[src/hdl/fat_cau_pkg.sv]
// ----------------------------------------------------------------------------
// fat_cau_pkg
// Shared types, constants and helpers of the FAT cluster address unit.
// ----------------------------------------------------------------------------
package fat_cau_pkg;

    // Field widths
    localparam int unsigned CLUSTER_W  = 28;
    localparam int unsigned WORD_W     = 32;
    localparam int unsigned LBA_W      = 32;
    localparam int unsigned OFFSET_W   = 9;
    localparam int unsigned ROOTLEN_W  = 13;
    localparam int unsigned CFG_IDX_W  = 3;
    localparam int unsigned CFG_DATA_W = 32;

    // Sector geometry: 512-byte sectors, 16 root entries per sector
    localparam int unsigned SECTOR_SHIFT    = 9;
    localparam int unsigned ROOT_ENT_SHIFT  = 4;

    // Cluster count limits that select the FAT type
    localparam logic [19:0] FAT12_LIMIT = 20'd4085;
    localparam logic [23:0] FAT16_LIMIT = 24'd65525;

    // End-of-chain markers
    localparam logic [CLUSTER_W-1:0] FAT12_END = 28'h0000FF8;
    localparam logic [CLUSTER_W-1:0] FAT16_END = 28'h000FFF8;
    localparam logic [CLUSTER_W-1:0] FAT32_END = 28'hFFFFFF8;

    typedef enum logic [1:0] {
        KIND_FAT12 = 2'd0,
        KIND_FAT16 = 2'd1,
        KIND_FAT32 = 2'd2
    } kind_t;

    typedef enum logic {
        MODE_LOCATE = 1'b0,
        MODE_DECODE = 1'b1
    } mode_t;

    typedef enum logic [CFG_IDX_W-1:0] {
        CFG_PARTITION_START  = 3'd0,
        CFG_RESERVED_COUNT   = 3'd1,
        CFG_TABLE_COPIES     = 3'd2,
        CFG_TABLE_LENGTH     = 3'd3,
        CFG_ROOT_ENTRY_COUNT = 3'd4,
        CFG_VOLUME_SECTORS   = 3'd5,
        CFG_CLUSTER_SECTORS  = 3'd6
    } cfg_idx_t;

    // Boot-sector geometry as held by the register file
    typedef struct packed {
        logic [31:0] partition_start;
        logic [15:0] reserved_count;
        logic [7:0]  table_copies;
        logic [31:0] table_length;
        logic [15:0] root_entry_count;
        logic [31:0] volume_sectors;
        logic [7:0]  cluster_sectors;
    } cfg_t;

    // End-of-chain marker for a FAT type
    function automatic logic [CLUSTER_W-1:0] end_mark(input kind_t kind);
        logic [CLUSTER_W-1:0] mark;
        case (kind)
            KIND_FAT12: mark = FAT12_END;
            KIND_FAT16: mark = FAT16_END;
            default:    mark = FAT32_END;
        endcase
        return mark;
    endfunction

endpackage

[src/hdl/fat_cau_if.sv]
// ----------------------------------------------------------------------------
// fat_cau_if
// Request and response channels of the FAT cluster address unit.
// ----------------------------------------------------------------------------

// Request channel: one lookup or decode per beat
interface fat_cau_req_if import fat_cau_pkg::*; ();
    logic                 valid;
    logic                 ready;
    logic                 mode;
    logic [CLUSTER_W-1:0] cluster;
    logic [WORD_W-1:0]    entry_word;

    modport source (output valid, mode, cluster, entry_word, input ready);
    modport sink   (input valid, mode, cluster, entry_word, output ready);
endinterface

// Response channel: one result per request beat
interface fat_cau_rsp_if import fat_cau_pkg::*; ();
    logic                 valid;
    logic                 ready;
    logic [LBA_W-1:0]     data_sector;
    logic [LBA_W-1:0]     table_sector;
    logic [OFFSET_W-1:0]  entry_byte;
    logic [CLUSTER_W-1:0] next_cluster;
    logic                 chain_end;
    logic [1:0]           table_kind;
    logic [LBA_W-1:0]     root_start;
    logic [ROOTLEN_W-1:0] root_length;
    logic                 status;

    modport source (output valid, data_sector, table_sector, entry_byte, next_cluster,
                    chain_end, table_kind, root_start, root_length, status,
                    input ready);
    modport sink   (input valid, data_sector, table_sector, entry_byte, next_cluster,
                    chain_end, table_kind, root_start, root_length, status,
                    output ready);
endinterface

[src/hdl/fat_cau_regs.sv]
// ----------------------------------------------------------------------------
// fat_cau_regs
// Geometry register file, written through a plain indexed write port.
// ----------------------------------------------------------------------------
module fat_cau_regs import fat_cau_pkg::*;
(
    input  logic                  clk,
    input  logic                  rst_n,
    input  logic                  cfg_we,
    input  logic [CFG_IDX_W-1:0]  cfg_index,
    input  logic [CFG_DATA_W-1:0] cfg_data,
    output cfg_t                  cfg
);

    cfg_t cfg_reg;
    cfg_t cfg_next;

    // Decode the write; an unknown index leaves everything alone
    always_comb
    begin
        cfg_next = cfg_reg;
        if (cfg_we)
        begin
            case (cfg_idx_t'(cfg_index))
                CFG_PARTITION_START:  cfg_next.partition_start  = cfg_data;
                CFG_RESERVED_COUNT:   cfg_next.reserved_count   = cfg_data[15:0];
                CFG_TABLE_COPIES:     cfg_next.table_copies     = cfg_data[7:0];
                CFG_TABLE_LENGTH:     cfg_next.table_length     = cfg_data;
                CFG_ROOT_ENTRY_COUNT: cfg_next.root_entry_count = cfg_data[15:0];
                CFG_VOLUME_SECTORS:   cfg_next.volume_sectors   = cfg_data;
                CFG_CLUSTER_SECTORS:  cfg_next.cluster_sectors  = cfg_data[7:0];
                default:              cfg_next = cfg_reg;
            endcase
        end
    end

    always_ff @(posedge clk or negedge rst_n)
    begin
        if (!rst_n)
        begin
            cfg_reg.partition_start  <= 32'd0;
            cfg_reg.reserved_count   <= 16'd1;
            cfg_reg.table_copies     <= 8'd2;
            cfg_reg.table_length     <= 32'd0;
            cfg_reg.root_entry_count <= 16'd0;
            cfg_reg.volume_sectors   <= 32'd0;
            cfg_reg.cluster_sectors  <= 8'd1;
        end
        else
        begin
            cfg_reg <= cfg_next;
        end
    end

    assign cfg = cfg_reg;

endmodule

[src/hdl/fat_cau_pipe.sv]
// ----------------------------------------------------------------------------
// fat_cau_pipe
// Four-stage address pipeline: products, sums and checks, FAT type, results.
// ----------------------------------------------------------------------------
module fat_cau_pipe import fat_cau_pkg::*;
(
    input  logic         clk,
    input  logic         rst_n,
    input  cfg_t         cfg,
    fat_cau_req_if.sink  req,
    fat_cau_rsp_if.source rsp
);

    // Per-stage ready: a stage takes a beat when empty or when it moves on
    logic rdy1, rdy2, rdy3, rdy4;
    logic v1_reg, v2_reg, v3_reg, v4_reg;

    assign rdy4      = !v4_reg || rsp.ready;
    assign rdy3      = !v3_reg || rdy4;
    assign rdy2      = !v2_reg || rdy3;
    assign rdy1      = !v1_reg || rdy2;
    assign req.ready = rdy1;

    // ------------------------------------------------------------------
    // Stage 1: table product, root length, type thresholds, FAT start
    // ------------------------------------------------------------------
    mode_t                s1_mode_reg;
    logic [CLUSTER_W-1:0] s1_cluster_reg;
    logic [WORD_W-1:0]    s1_word_reg;
    logic [39:0]          s1_tables_reg;
    logic [ROOTLEN_W-1:0] s1_root_len_reg;
    logic [LBA_W-1:0]     s1_fat_start_reg;
    logic [CLUSTER_W:0]   s1_off12_reg;
    logic [19:0]          s1_thr12_reg;
    logic [23:0]          s1_thr16_reg;

    logic [39:0]          s1_tables_next;
    logic [ROOTLEN_W-1:0] s1_root_len_next;
    logic [16:0]          root_round;

    always_comb
    begin
        s1_tables_next   = {8'd0, cfg.table_length} * {32'd0, cfg.table_copies};
        root_round       = {1'b0, cfg.root_entry_count} + 17'd15;
        s1_root_len_next = root_round[ROOT_ENT_SHIFT +: ROOTLEN_W];
    end

    always_ff @(posedge clk)
    begin
        if (rdy1)
        begin
            s1_mode_reg      <= mode_t'(req.mode);
            s1_cluster_reg   <= req.cluster;
            s1_word_reg      <= req.entry_word;
            s1_tables_reg    <= s1_tables_next;
            s1_root_len_reg  <= s1_root_len_next;
            s1_fat_start_reg <= cfg.partition_start + {16'd0, cfg.reserved_count};
            s1_off12_reg     <= {1'b0, req.cluster} + {2'b00, req.cluster[CLUSTER_W-1:1]};
            s1_thr12_reg     <= FAT12_LIMIT * {12'd0, cfg.cluster_sectors};
            s1_thr16_reg     <= FAT16_LIMIT * {16'd0, cfg.cluster_sectors};
        end
    end

    // ------------------------------------------------------------------
    // Stage 2: overhead and geometry check, root start, cluster product
    // ------------------------------------------------------------------
    mode_t                s2_mode_reg;
    logic [CLUSTER_W-1:0] s2_cluster_reg;
    logic [WORD_W-1:0]    s2_word_reg;
    logic [ROOTLEN_W-1:0] s2_root_len_reg;
    logic [LBA_W-1:0]     s2_fat_start_reg;
    logic [CLUSTER_W:0]   s2_off12_reg;
    logic [19:0]          s2_thr12_reg;
    logic [23:0]          s2_thr16_reg;
    logic [LBA_W-1:0]     s2_overhead_reg;
    logic                 s2_err_reg;
    logic [LBA_W-1:0]     s2_root_start_reg;
    logic [LBA_W-1:0]     s2_prod_reg;

    logic [40:0]          overhead;

    assign overhead = {25'd0, cfg.reserved_count} + {1'b0, s1_tables_reg}
                    + {28'd0, s1_root_len_reg};

    always_ff @(posedge clk)
    begin
        if (rdy2)
        begin
            s2_mode_reg       <= s1_mode_reg;
            s2_cluster_reg    <= s1_cluster_reg;
            s2_word_reg       <= s1_word_reg;
            s2_root_len_reg   <= s1_root_len_reg;
            s2_fat_start_reg  <= s1_fat_start_reg;
            s2_off12_reg      <= s1_off12_reg;
            s2_thr12_reg      <= s1_thr12_reg;
            s2_thr16_reg      <= s1_thr16_reg;
            s2_overhead_reg   <= overhead[LBA_W-1:0];
            s2_err_reg        <= (cfg.cluster_sectors == 8'd0)
                                 || (overhead > {9'd0, cfg.volume_sectors});
            s2_root_start_reg <= s1_fat_start_reg + s1_tables_reg[LBA_W-1:0];
            s2_prod_reg       <= ({4'd0, s1_cluster_reg} - 32'd2)
                                 * {24'd0, cfg.cluster_sectors};
        end
    end

    // ------------------------------------------------------------------
    // Stage 3: FAT type from cluster count, data start
    // ------------------------------------------------------------------
    mode_t                s3_mode_reg;
    logic [CLUSTER_W-1:0] s3_cluster_reg;
    logic [WORD_W-1:0]    s3_word_reg;
    logic [ROOTLEN_W-1:0] s3_root_len_reg;
    logic [LBA_W-1:0]     s3_fat_start_reg;
    logic [CLUSTER_W:0]   s3_off12_reg;
    logic                 s3_err_reg;
    logic [LBA_W-1:0]     s3_root_start_reg;
    logic [LBA_W-1:0]     s3_prod_reg;
    logic [LBA_W-1:0]     s3_data_start_reg;
    kind_t                s3_kind_reg;

    logic [LBA_W-1:0]     data_area;
    kind_t                kind_next;

    // floor(area / spc) < limit  is the same as  area < limit * spc
    always_comb
    begin
        data_area = cfg.volume_sectors - s2_overhead_reg;
        if (data_area < {12'd0, s2_thr12_reg})
            kind_next = KIND_FAT12;
        else if (data_area < {8'd0, s2_thr16_reg})
            kind_next = KIND_FAT16;
        else
            kind_next = KIND_FAT32;
    end

    always_ff @(posedge clk)
    begin
        if (rdy3)
        begin
            s3_mode_reg       <= s2_mode_reg;
            s3_cluster_reg    <= s2_cluster_reg;
            s3_word_reg       <= s2_word_reg;
            s3_root_len_reg   <= s2_root_len_reg;
            s3_fat_start_reg  <= s2_fat_start_reg;
            s3_off12_reg      <= s2_off12_reg;
            s3_err_reg        <= s2_err_reg;
            s3_root_start_reg <= s2_root_start_reg;
            s3_prod_reg       <= s2_prod_reg;
            s3_data_start_reg <= s2_root_start_reg + {19'd0, s2_root_len_reg};
            s3_kind_reg       <= kind_next;
        end
    end

    // ------------------------------------------------------------------
    // Stage 4: entry offset, table sector, next cluster, output register
    // ------------------------------------------------------------------
    logic [29:0]          offset;
    logic [CLUSTER_W-1:0] next_val;
    logic [CLUSTER_W-1:0] mark;
    logic [LBA_W-1:0]     o_data_next;
    logic [LBA_W-1:0]     o_table_next;
    logic [OFFSET_W-1:0]  o_offset_next;
    logic [CLUSTER_W-1:0] o_next_next;
    logic                 o_end_next;
    logic [1:0]           o_kind_next;
    logic [LBA_W-1:0]     o_root_next;
    logic [ROOTLEN_W-1:0] o_rlen_next;
    logic                 o_status_next;

    logic [LBA_W-1:0]     o_data_reg;
    logic [LBA_W-1:0]     o_table_reg;
    logic [OFFSET_W-1:0]  o_offset_reg;
    logic [CLUSTER_W-1:0] o_next_reg;
    logic                 o_end_reg;
    logic [1:0]           o_kind_reg;
    logic [LBA_W-1:0]     o_root_reg;
    logic [ROOTLEN_W-1:0] o_rlen_reg;
    logic                 o_status_reg;

    always_comb
    begin
        mark = end_mark(s3_kind_reg);

        // Entry byte offset: 1.5, 2 or 4 bytes per entry
        case (s3_kind_reg)
            KIND_FAT12: offset = {1'b0, s3_off12_reg};
            KIND_FAT16: offset = {1'b0, s3_cluster_reg, 1'b0};
            default:    offset = {s3_cluster_reg, 2'b00};
        endcase

        // Mask the fetched word; odd FAT12 entries sit one nibble up
        case (s3_kind_reg)
            KIND_FAT12: next_val = s3_cluster_reg[0] ? {16'd0, s3_word_reg[15:4]}
                                                     : {16'd0, s3_word_reg[11:0]};
            KIND_FAT16: next_val = {12'd0, s3_word_reg[15:0]};
            default:    next_val = s3_word_reg[CLUSTER_W-1:0];
        endcase

        o_table_next  = s3_fat_start_reg + {11'd0, offset[29:SECTOR_SHIFT]};
        o_offset_next = offset[OFFSET_W-1:0];
        o_kind_next   = s3_kind_reg;
        o_root_next   = s3_root_start_reg;
        o_rlen_next   = s3_root_len_reg;
        o_status_next = 1'b0;

        if (s3_mode_reg == MODE_LOCATE)
        begin
            o_data_next = s3_prod_reg + s3_data_start_reg;
            o_next_next = '0;
            o_end_next  = (s3_cluster_reg >= mark);
        end
        else
        begin
            o_data_next = '0;
            o_next_next = next_val;
            o_end_next  = (next_val >= mark);
        end

        // Bad geometry: flag it and drop every other field
        if (s3_err_reg)
        begin
            o_data_next   = '0;
            o_table_next  = '0;
            o_offset_next = '0;
            o_next_next   = '0;
            o_end_next    = 1'b0;
            o_kind_next   = '0;
            o_root_next   = '0;
            o_rlen_next   = '0;
            o_status_next = 1'b1;
        end
    end

    always_ff @(posedge clk)
    begin
        if (rdy4)
        begin
            o_data_reg   <= o_data_next;
            o_table_reg  <= o_table_next;
            o_offset_reg <= o_offset_next;
            o_next_reg   <= o_next_next;
            o_end_reg    <= o_end_next;
            o_kind_reg   <= o_kind_next;
            o_root_reg   <= o_root_next;
            o_rlen_reg   <= o_rlen_next;
            o_status_reg <= o_status_next;
        end
    end

    // Advance valid bits alongside the data
    always_ff @(posedge clk or negedge rst_n)
    begin
        if (!rst_n)
        begin
            v1_reg <= 1'b0;
            v2_reg <= 1'b0;
            v3_reg <= 1'b0;
            v4_reg <= 1'b0;
        end
        else
        begin
            if (rdy1)
                v1_reg <= req.valid;
            if (rdy2)
                v2_reg <= v1_reg;
            if (rdy3)
                v3_reg <= v2_reg;
            if (rdy4)
                v4_reg <= v3_reg;
        end
    end

    // Drive the response channel
    assign rsp.valid        = v4_reg;
    assign rsp.data_sector  = o_data_reg;
    assign rsp.table_sector = o_table_reg;
    assign rsp.entry_byte   = o_offset_reg;
    assign rsp.next_cluster = o_next_reg;
    assign rsp.chain_end    = o_end_reg;
    assign rsp.table_kind   = o_kind_reg;
    assign rsp.root_start   = o_root_reg;
    assign rsp.root_length  = o_rlen_reg;
    assign rsp.status       = o_status_reg;

    // ------------------------------------------------------------------
    // Assertions
    // ------------------------------------------------------------------
    a_accept_enters: assert property (@(posedge clk) disable iff (!rst_n)
        (req.valid && req.ready) |=> v1_reg)
        else $error("accepted request beat did not enter stage 1");

    a_stage3_holds: assert property (@(posedge clk) disable iff (!rst_n)
        (v3_reg && !rdy4) |=> (v3_reg && $stable(s3_data_start_reg) && $stable(s3_kind_reg)))
        else $error("stage 3 lost or changed its beat under stall");

    a_error_clears: assert property (@(posedge clk) disable iff (!rst_n)
        (rsp.valid && rsp.status) |-> (rsp.data_sector == '0 && rsp.table_sector == '0
            && rsp.next_cluster == '0 && rsp.root_start == '0 && !rsp.chain_end))
        else $error("geometry error result carries nonzero fields");

    a_one_mode: assert property (@(posedge clk) disable iff (!rst_n)
        (rsp.valid && rsp.next_cluster != '0) |-> (rsp.data_sector == '0))
        else $error("decode result carries a data sector");

endmodule

[src/hdl/fat_cluster_address_unit.sv]
// ----------------------------------------------------------------------------
// fat_cluster_address_unit
// FAT12/16/32 cluster address and chain decode unit.
//
//   channel  dir  handshake          payload
//   req      in   valid/ready        mode, cluster, entry_word
//   rsp      out  valid/ready        data_sector .. status (one beat per req)
//   cfg      in   cfg_we             cfg_index, cfg_data (no read-back)
//
// Takes one request beat per cycle while the response is not stalled; each
// result passes through the four register stages (table product, overhead
// check, FAT type compare, result select) after acceptance.
// Reset loads the default geometry and empties the pipeline.
// A stalled response backs up stage by stage; empty stages keep filling.
// ----------------------------------------------------------------------------
module fat_cluster_address_unit import fat_cau_pkg::*;
(
    input  logic                  clk,
    input  logic                  rst_n,
    input  logic                  cfg_we,
    input  logic [CFG_IDX_W-1:0]  cfg_index,
    input  logic [CFG_DATA_W-1:0] cfg_data,
    fat_cau_req_if.sink           req,
    fat_cau_rsp_if.source         rsp
);

    cfg_t cfg;

    // Geometry registers
    fat_cau_regs u_regs
    (
        .clk       (clk),
        .rst_n     (rst_n),
        .cfg_we    (cfg_we),
        .cfg_index (cfg_index),
        .cfg_data  (cfg_data),
        .cfg       (cfg)
    );

    // Address pipeline
    fat_cau_pipe u_pipe
    (
        .clk   (clk),
        .rst_n (rst_n),
        .cfg   (cfg),
        .req   (req),
        .rsp   (rsp)
    );

endmodule
[src/flat_wrapper.sv]
// flat-port wrapper written by rule: the top's interface ports become plain ports
module fat_cluster_address_unit_flat import fat_cau_pkg::*;
  (clk, rst_n, cfg_we, cfg_index, cfg_data, req_valid, req_mode, req_cluster, req_entry_word, req_ready, rsp_valid, rsp_data_sector, rsp_table_sector, rsp_entry_byte, rsp_next_cluster, rsp_chain_end, rsp_table_kind, rsp_root_start, rsp_root_length, rsp_status, rsp_ready);
  fat_cau_req_if req_i ();
  fat_cau_rsp_if rsp_i ();
  input  logic clk;
  input  logic rst_n;
  input  logic cfg_we;
  input  logic [CFG_IDX_W-1:0] cfg_index;
  input  logic [CFG_DATA_W-1:0] cfg_data;
  input wire logic [$bits(req_i.valid)-1:0] req_valid;
  input wire logic [$bits(req_i.mode)-1:0] req_mode;
  input wire logic [$bits(req_i.cluster)-1:0] req_cluster;
  input wire logic [$bits(req_i.entry_word)-1:0] req_entry_word;
  output wire logic [$bits(req_i.ready)-1:0] req_ready;
  output wire logic [$bits(rsp_i.valid)-1:0] rsp_valid;
  output wire logic [$bits(rsp_i.data_sector)-1:0] rsp_data_sector;
  output wire logic [$bits(rsp_i.table_sector)-1:0] rsp_table_sector;
  output wire logic [$bits(rsp_i.entry_byte)-1:0] rsp_entry_byte;
  output wire logic [$bits(rsp_i.next_cluster)-1:0] rsp_next_cluster;
  output wire logic [$bits(rsp_i.chain_end)-1:0] rsp_chain_end;
  output wire logic [$bits(rsp_i.table_kind)-1:0] rsp_table_kind;
  output wire logic [$bits(rsp_i.root_start)-1:0] rsp_root_start;
  output wire logic [$bits(rsp_i.root_length)-1:0] rsp_root_length;
  output wire logic [$bits(rsp_i.status)-1:0] rsp_status;
  input wire logic [$bits(rsp_i.ready)-1:0] rsp_ready;
  assign req_i.valid = req_valid;
  assign req_i.mode = req_mode;
  assign req_i.cluster = req_cluster;
  assign req_i.entry_word = req_entry_word;
  assign req_ready = req_i.ready;
  assign rsp_valid = rsp_i.valid;
  assign rsp_data_sector = rsp_i.data_sector;
  assign rsp_table_sector = rsp_i.table_sector;
  assign rsp_entry_byte = rsp_i.entry_byte;
  assign rsp_next_cluster = rsp_i.next_cluster;
  assign rsp_chain_end = rsp_i.chain_end;
  assign rsp_table_kind = rsp_i.table_kind;
  assign rsp_root_start = rsp_i.root_start;
  assign rsp_root_length = rsp_i.root_length;
  assign rsp_status = rsp_i.status;
  assign rsp_i.ready = rsp_ready;
  fat_cluster_address_unit u_core (.clk(clk), .rst_n(rst_n), .cfg_we(cfg_we), .cfg_index(cfg_index), .cfg_data(cfg_data), .req(req_i), .rsp(rsp_i));
endmodule
[config.mk]
export PLATFORM = sky130hd
export DESIGN_NAME = fat_cluster_address_unit_flat
export DESIGN_NICKNAME = d
export VERILOG_FILES = /design/src/hdl/fat_cau_pkg.sv /design/src/hdl/fat_cau_if.sv /design/src/hdl/fat_cau_regs.sv /design/src/hdl/fat_cau_pipe.sv /design/src/hdl/fat_cluster_address_unit.sv /design/src/flat_wrapper.sv
export SDC_FILE = /design/constraint.sdc
export NUM_CORES = 2
export LEC_CHECK = 0
export ABC_CLOCK_PERIOD_IN_PS = 10400
export BUFFER_PORTS_ARGS = -buffer_cell sky130_fd_sc_hd__buf_2
export CAP_MARGIN = 20
export CORE_MARGIN = 2
export CORE_UTILIZATION = 63
export CTS_CLUSTER_DIAMETER = 100
export CTS_CLUSTER_SIZE = 24
export DETAILED_ROUTE_END_ITERATION = 10
export GPL_ROUTABILITY_DRIVEN = 0
export PLACE_DENSITY = 0.92
export SETUP_SLACK_MARGIN = 0.05
export SYNTH_ARGS = -nofsm -noshare
export SYNTH_HDL_FRONTEND = slang
export SYNTH_HIERARCHICAL = 1
export SYNTH_SLANG_ARGS = --single-unit
[constraint.sdc]
create_clock -name clk -period 10.4 [get_ports clk]
set_clock_uncertainty 0.05 [all_clocks]
set_input_delay 0 -clock clk [delete_from_list [all_inputs] [get_ports clk]]
set_output_delay 0 -clock clk [all_outputs]
set_load 0.05 [all_outputs]
* Word level (Yosys, flattened, before mapping)
Cells that the tools add are included.
** Cells by class
- Add/sub/neg operators :: 11
- Multiply operators :: 4
- $lt $le $gt $ge :: 5
- Eq/ne operators :: 7
- Muxes and demuxes :: 7
- Bitwise gates (word level) :: 1
- Reductions and logical operators :: 21
** Operators with widths (number)
- $pmux 28 s2 :: 2
- $add 32x32->32 :: 2
- $pmux 30 s2 :: 1
- $ge 28x28->1 :: 2
- $add 16x40->41 :: 1
- $add 41x13->41 :: 1
- $gt 41x32->1 :: 1
- $mul 32x8->40 :: 1
- $add 32x13->32 :: 1
- $add 32x16->32 :: 1
- $add 32x21->32 :: 1
- $lt 32x20->1 :: 1
- $lt 32x24->1 :: 1
- $mul 32x8->32 :: 1
- $sub 32x32->32 :: 1
- $add 28x27->29 :: 1
- $sub 28x2->29 const B :: 1
- $mul 16x8->24 const A :: 1
- $mul 12x8->20 const A :: 1
- $add 16x4->17 const B :: 1
- $reduce_and 2->1 :: 7
- $mux 12 :: 1
- $eq 3x3->1 const B :: 3
- $logic_not 8->1 :: 1
- other kinds (11) :: 21
** Storage, ports and cells
- Flip-flop bits (word level) :: 1015
- Output and inout port bits :: 152
- Word-level logic and storage cells :: 108

* Longest topological paths before layout
- Depth after elaboration :: 5
- Mapped depth :: 27
- Mapped depth without buffers :: 26

* Modules after synthesis
Netlist, hierarchy kept.
** By module, submodules not included
- fat_cau_pipe :: instances 1, cells each 4855, area each 56150.1 sq um
- fat_cau_regs :: instances 1, cells each 313, area each 5418.9 sq um

* Worst setup path before layout
No wires, ideal clock.
- Path kind :: register to register
- From :: reg u_core.u_pipe.v4_reg (netlist: u_core/u_pipe/rsp.valid)
- To :: reg u_core.u_pipe.s1_cluster_reg[0], enable pin
- Arrival :: 6891 ps
- Required time :: 7645 ps
- Setup slack :: 754 ps
- Cell stages (with the launch flop) :: 3
- Path buffers :: 0
- Clock period less this slack :: 9646 ps
- Cells stage by stage :: dfrtp_1 nor2b_1 nand4_1
** Between the ends
- Word-level cells in the longest chain between the ends :: 5
** Ends and longest elaborated chain
- from (decl) :: RTL line fat_cau_pipe.sv:16 : logic v1_reg, v2_reg, v3_reg, v4_reg;
- from (signal assigned) :: RTL line fat_cau_pipe.sv:269 : v4_reg <= v3_reg;
- $logic_not 1->1 :: RTL line fat_cau_pipe.sv:18 : assign rdy4 = !v4_reg || rsp.ready;
- $logic_or 1x1->1 :: RTL line fat_cau_pipe.sv:18
- $logic_or 1x1->1 :: RTL line fat_cau_pipe.sv:19 : assign rdy3 = !v3_reg || rdy4;
- $logic_or 1x1->1 :: RTL line fat_cau_pipe.sv:20 : assign rdy2 = !v2_reg || rdy3;
- $logic_or 1x1->1 :: RTL line fat_cau_pipe.sv:21 : assign rdy1 = !v1_reg || rdy2;
- net req_ready :: RTL line flat_wrapper.sv:15 : output wire logic [$bits(req_i.ready)-1:0] req_ready;
- to (signal assigned) :: RTL line fat_cau_pipe.sv:53 : s1_cluster_reg <= req.cluster;
- to (decl) :: RTL line fat_cau_pipe.sv:28 : logic [CLUSTER_W-1:0] s1_cluster_reg;
The timed path passes the listed nets, and every way through them passes these cells.
A chain may end at the register's enable or synchronous reset.

* Worst setup path in the final report
- From :: reg u_core.u_pipe.s1_cluster_reg[1]
- To :: reg u_core.u_pipe.s2_prod_reg[31], data pin
** Between the ends
- Word-level cells in the longest chain between the ends :: 2
** Ends and longest elaborated chain
- $sub 28x2->29 :: RTL line fat_cau_pipe.sv:101 : s2_prod_reg <= ({4'd0, s1_cluster_reg} - 32'd2)
- $mul 32x8->32 :: RTL line fat_cau_pipe.sv:102 : * {24'd0, cfg.cluster_sectors};
- to (signal assigned) :: RTL line fat_cau_pipe.sv:101
- to (decl) :: RTL line fat_cau_pipe.sv:78 : logic [LBA_W-1:0] s2_prod_reg;
No other way between the ends.

==> flow_summary.json <==
{
  "status": "complete, but fails checks",
  "violations": "design-rule violations",
  "cp_slowest_stage_delay_ns": 0.73,
  "critPathMaxFanout": 11,
  "rsz0062_at_grt": "false",
  "crit_family": "adder cells",
  "yosys.area.top_type_share_pct": 41.1,
  "grt_max_degree": 165,
  "nFillCells": 5994,
  "regArea_um2": 29000,
  "path_clk_slew_ns": 0.11,
  "syn_avg_cell_area_um2": 11.9,
  "ioPinCount": 253,
  "drt_first_iter_violations": 5464,
  "synthToLayoutAreaGrowth_pct": 8.84,
  "post-cts-setup-buffer-count": 0,
  "fin_crit_ns": 8.51,
  "max_slew_margin_pct": 21.4,
  "setup_viol": 0,
  "synth_edf_count": 843,
  "synth_top_cell_by_area": "edfxtp_1",
  "start_kind": "flip-flop",
  "crit_path_start": "u_core/u_pipe/s1_cluster_reg[1]$_DFFE_PP_",
  "crit_path_top_delay_cell": "edfxtp_1",
  "setup_slack_ns": 1.89,
  "fin_area_um2": 67000,
  "yosysMostFrequentCell": "edfxtp_1",
  "cts_sinks": 991,
  "die_area_um2": 100000,
  "hold_viol_final": 0,
  "fp.dieH_um": 317,
  "rows": 114,
  "grt_pass1_vias": 43800,
  "crit_top_cell": "fa_1",
  "arrival_ns": 8.88,
  "syn_inst": 5168,
  "yosys_most_used_dff": "edfxtp_1",
  "grt_use_met1_pct": 38.1,
  "place_ws_ns": 2.24,
  "top_usage_layer": "met2",
  "final_antenna_net_count": 0,
  "overflow": 0,
  "ys_top_cells_by_count": "edfxtp_1, inv_1, ha_1",
  "synthTopCellsByArea": "edfxtp_1, fa_1, ha_1, dfrtp_1, inv_1",
  "gr-usage-met3_pct": 7.87,
  "maxCapViolations": 0,
  "drc": 1,
  "grt_pass1_wl_mm": 241,
  "insertion_delay_ns": 0.67,
  "cp-end-kind": "flip-flop",
  "hold_ws_ns": 0.00336,
  "clk_path_buf_depth": 3,
  "path_cells": "inv_1, ha_1, or4b_1, nor2_1, nand3b_1, xor2_1, nor2_1, fa_1, fa_1, fa_1, inv_1, fa_1, inv_1, ha_1, a21o_1, a21oi_1, nor3b_1, a21oi_1, a221o_1, a2111oi_0, nor3_1, a211o_1, a21oi_1, xnor2_1",
  "vias_per_cell": 6.31,
  "multi_input_area_um2": 30100,
  "largest_reg_flops": 144,
  "root_buffer": "clkbuf_16",
  "clock.fmax_mhz": 118,
  "routed_wl_mm": 160,
  "start_util_pct": 63.7,
  "rrSetupSlack_ns": 1.89,
  "place_area_um2": 64300,
  "setup_tns_ns": 0,
  "antenna_found_initial": 8,
  "nets": 6438,
  "dp_hpwl_mm": 116,
  "numCtsBuffers": 49,
  "cp.required_ns": 10.77,
  "fp.dieW_um": 317,
  "num_vias": 43000,
  "ys_types": 90,
  "crit_type": "reg2reg",
  "first_pass_iters": 11,
  "r2r-start": "u_core/u_pipe/s1_cluster_reg[1]$_DFFE_PP_",
  "drive_above_1_share_pct": 9.04,
  "yosysWarnings": 6,
  "ys_seq_area_share_pct": 47.1,
  "wl_per_cell_um": 23.4,
  "coreArea_um2": 96700,
  "hold_start": "req_entry_word[8]",
  "hold_class": "in2reg",
  "slew_violations": 0,
  "post-route-period-util_pct": 81.8,
  "ys_ff_latch": 991,
  "htreeDepth": 2,
  "crit_buf_inv": 3,
  "worst_slew_pin_slew_ns": 1.18,
  "cts_tree": "done",
  "io_buffers": 248,
  "synth_nets": 6096,
  "syn-cell-area_um2": 61600,
  "synthArstFlopShare_pct": 14.9,
  "grtUsageTotal_pct": 31.5,
  "met2_usage_pct": 52.5
}
## worst paths after layout
check | end | cells past startpoint
setup reg to reg | u_core/u_pipe/s2_prod_reg[31]$_DFFE_PP_ | 24
setup / recovery | u_core/u_pipe/s2_prod_reg[31]$_DFFE_PP_ | 24
max in group asynchronous | u_core/u_regs/cfg[11]$_DFFE_PN0P_ | 4
hold / removal | u_core/u_pipe/s1_word_reg[8]$_DFFE_PP_ | 2
hold reg to reg | u_core/u_pipe/s2_word_reg[14]$_DFFE_PP_ | 0
min in group asynchronous | u_core/u_regs/cfg[82]$_DFFE_PN0P_ | 4
## repair_timing
action                                 4_1_cts  5_1_grt
resized for setup                            0        0
hold buffers                               114        1
endpoints found under the hold margin      316        1
## worst register-to-register path, cell delays in order (launching register included)
cell       delay (ns)
edfxtp_1         0.73
inv_1            0.23
ha_1             0.23
or4b_1           0.57
nor2_1           0.19
nand3b_1         0.11
xor2_1           0.71
nor2_1           0.13
fa_1             0.55
fa_1             0.44
fa_1             0.55
inv_1            0.05
fa_1             0.53
inv_1            0.04
ha_1             0.33
a21o_1           0.17
a21oi_1          0.30
nor3b_1          0.24
a21oi_1          0.16
a221o_1          0.39
a2111oi_0        0.69
nor3_1           0.25
a211o_1          0.31
a21oi_1          0.20
xnor2_1          0.09
## layout by cell type (no fill, tap or decap), drive strengths merged, types with 40 or more instances in the layout
cell type / count
edfxtp: 843
inv: 560
ha: 430
fa: 397
nor2: 390
nand2: 382
buf: 281
a21oi: 244
xnor2: 218
o21ai: 151
and2: 147
mux2: 147
dfrtp: 145
xor2: 119
dlygate4sd3: 114
a21o: 100
nor2b: 97
clkbuf: 75
nand3: 72
nor3: 67
nand2b: 65
and3: 60
o21a: 53
o21bai: 40
## final cells by class
class                           count  share of cell area (%)
Inverter                          555                    3.12
Tap cell                         1276                    2.38
Sequential cell                   991                    43.3
Clock inverter                      9                   0.209
Clock buffer                       74                    1.98
Multi-Input combinational cell   3517                    44.8
Antenna cell                        2                 0.00747
Timing Repair Buffer              396                    4.14
## cells by family after synthesis
family	Yosys count	share of synthesized area, %
compound gates	764	7.89
xor+xnor	337	4.82
fa+ha+maj	827	21.6
buf+inv	660	4.09
flops	991	47.1
mux	179	3.21
simple gates	1410	11.2
## metrics by stage
stage	utilization (%)	instances
after floorplan	-	5168
after global placement	66.4	6614
after detailed placement	66.5	6617
after CTS	69.2	6814
after global routing	69.3	6820
final	69.3	6820
## routing by layer
layer	vias to the layer above	part of all wire [%]
met5	-	0.045
met4	8	6.2
met3	689	12
met2	2904	47
met1	20900	34
li1	18500	-
Power is left out: the tool's default activity adds up to more than one toggle a clock period on the data nets, which glitch-free logic cannot reach.
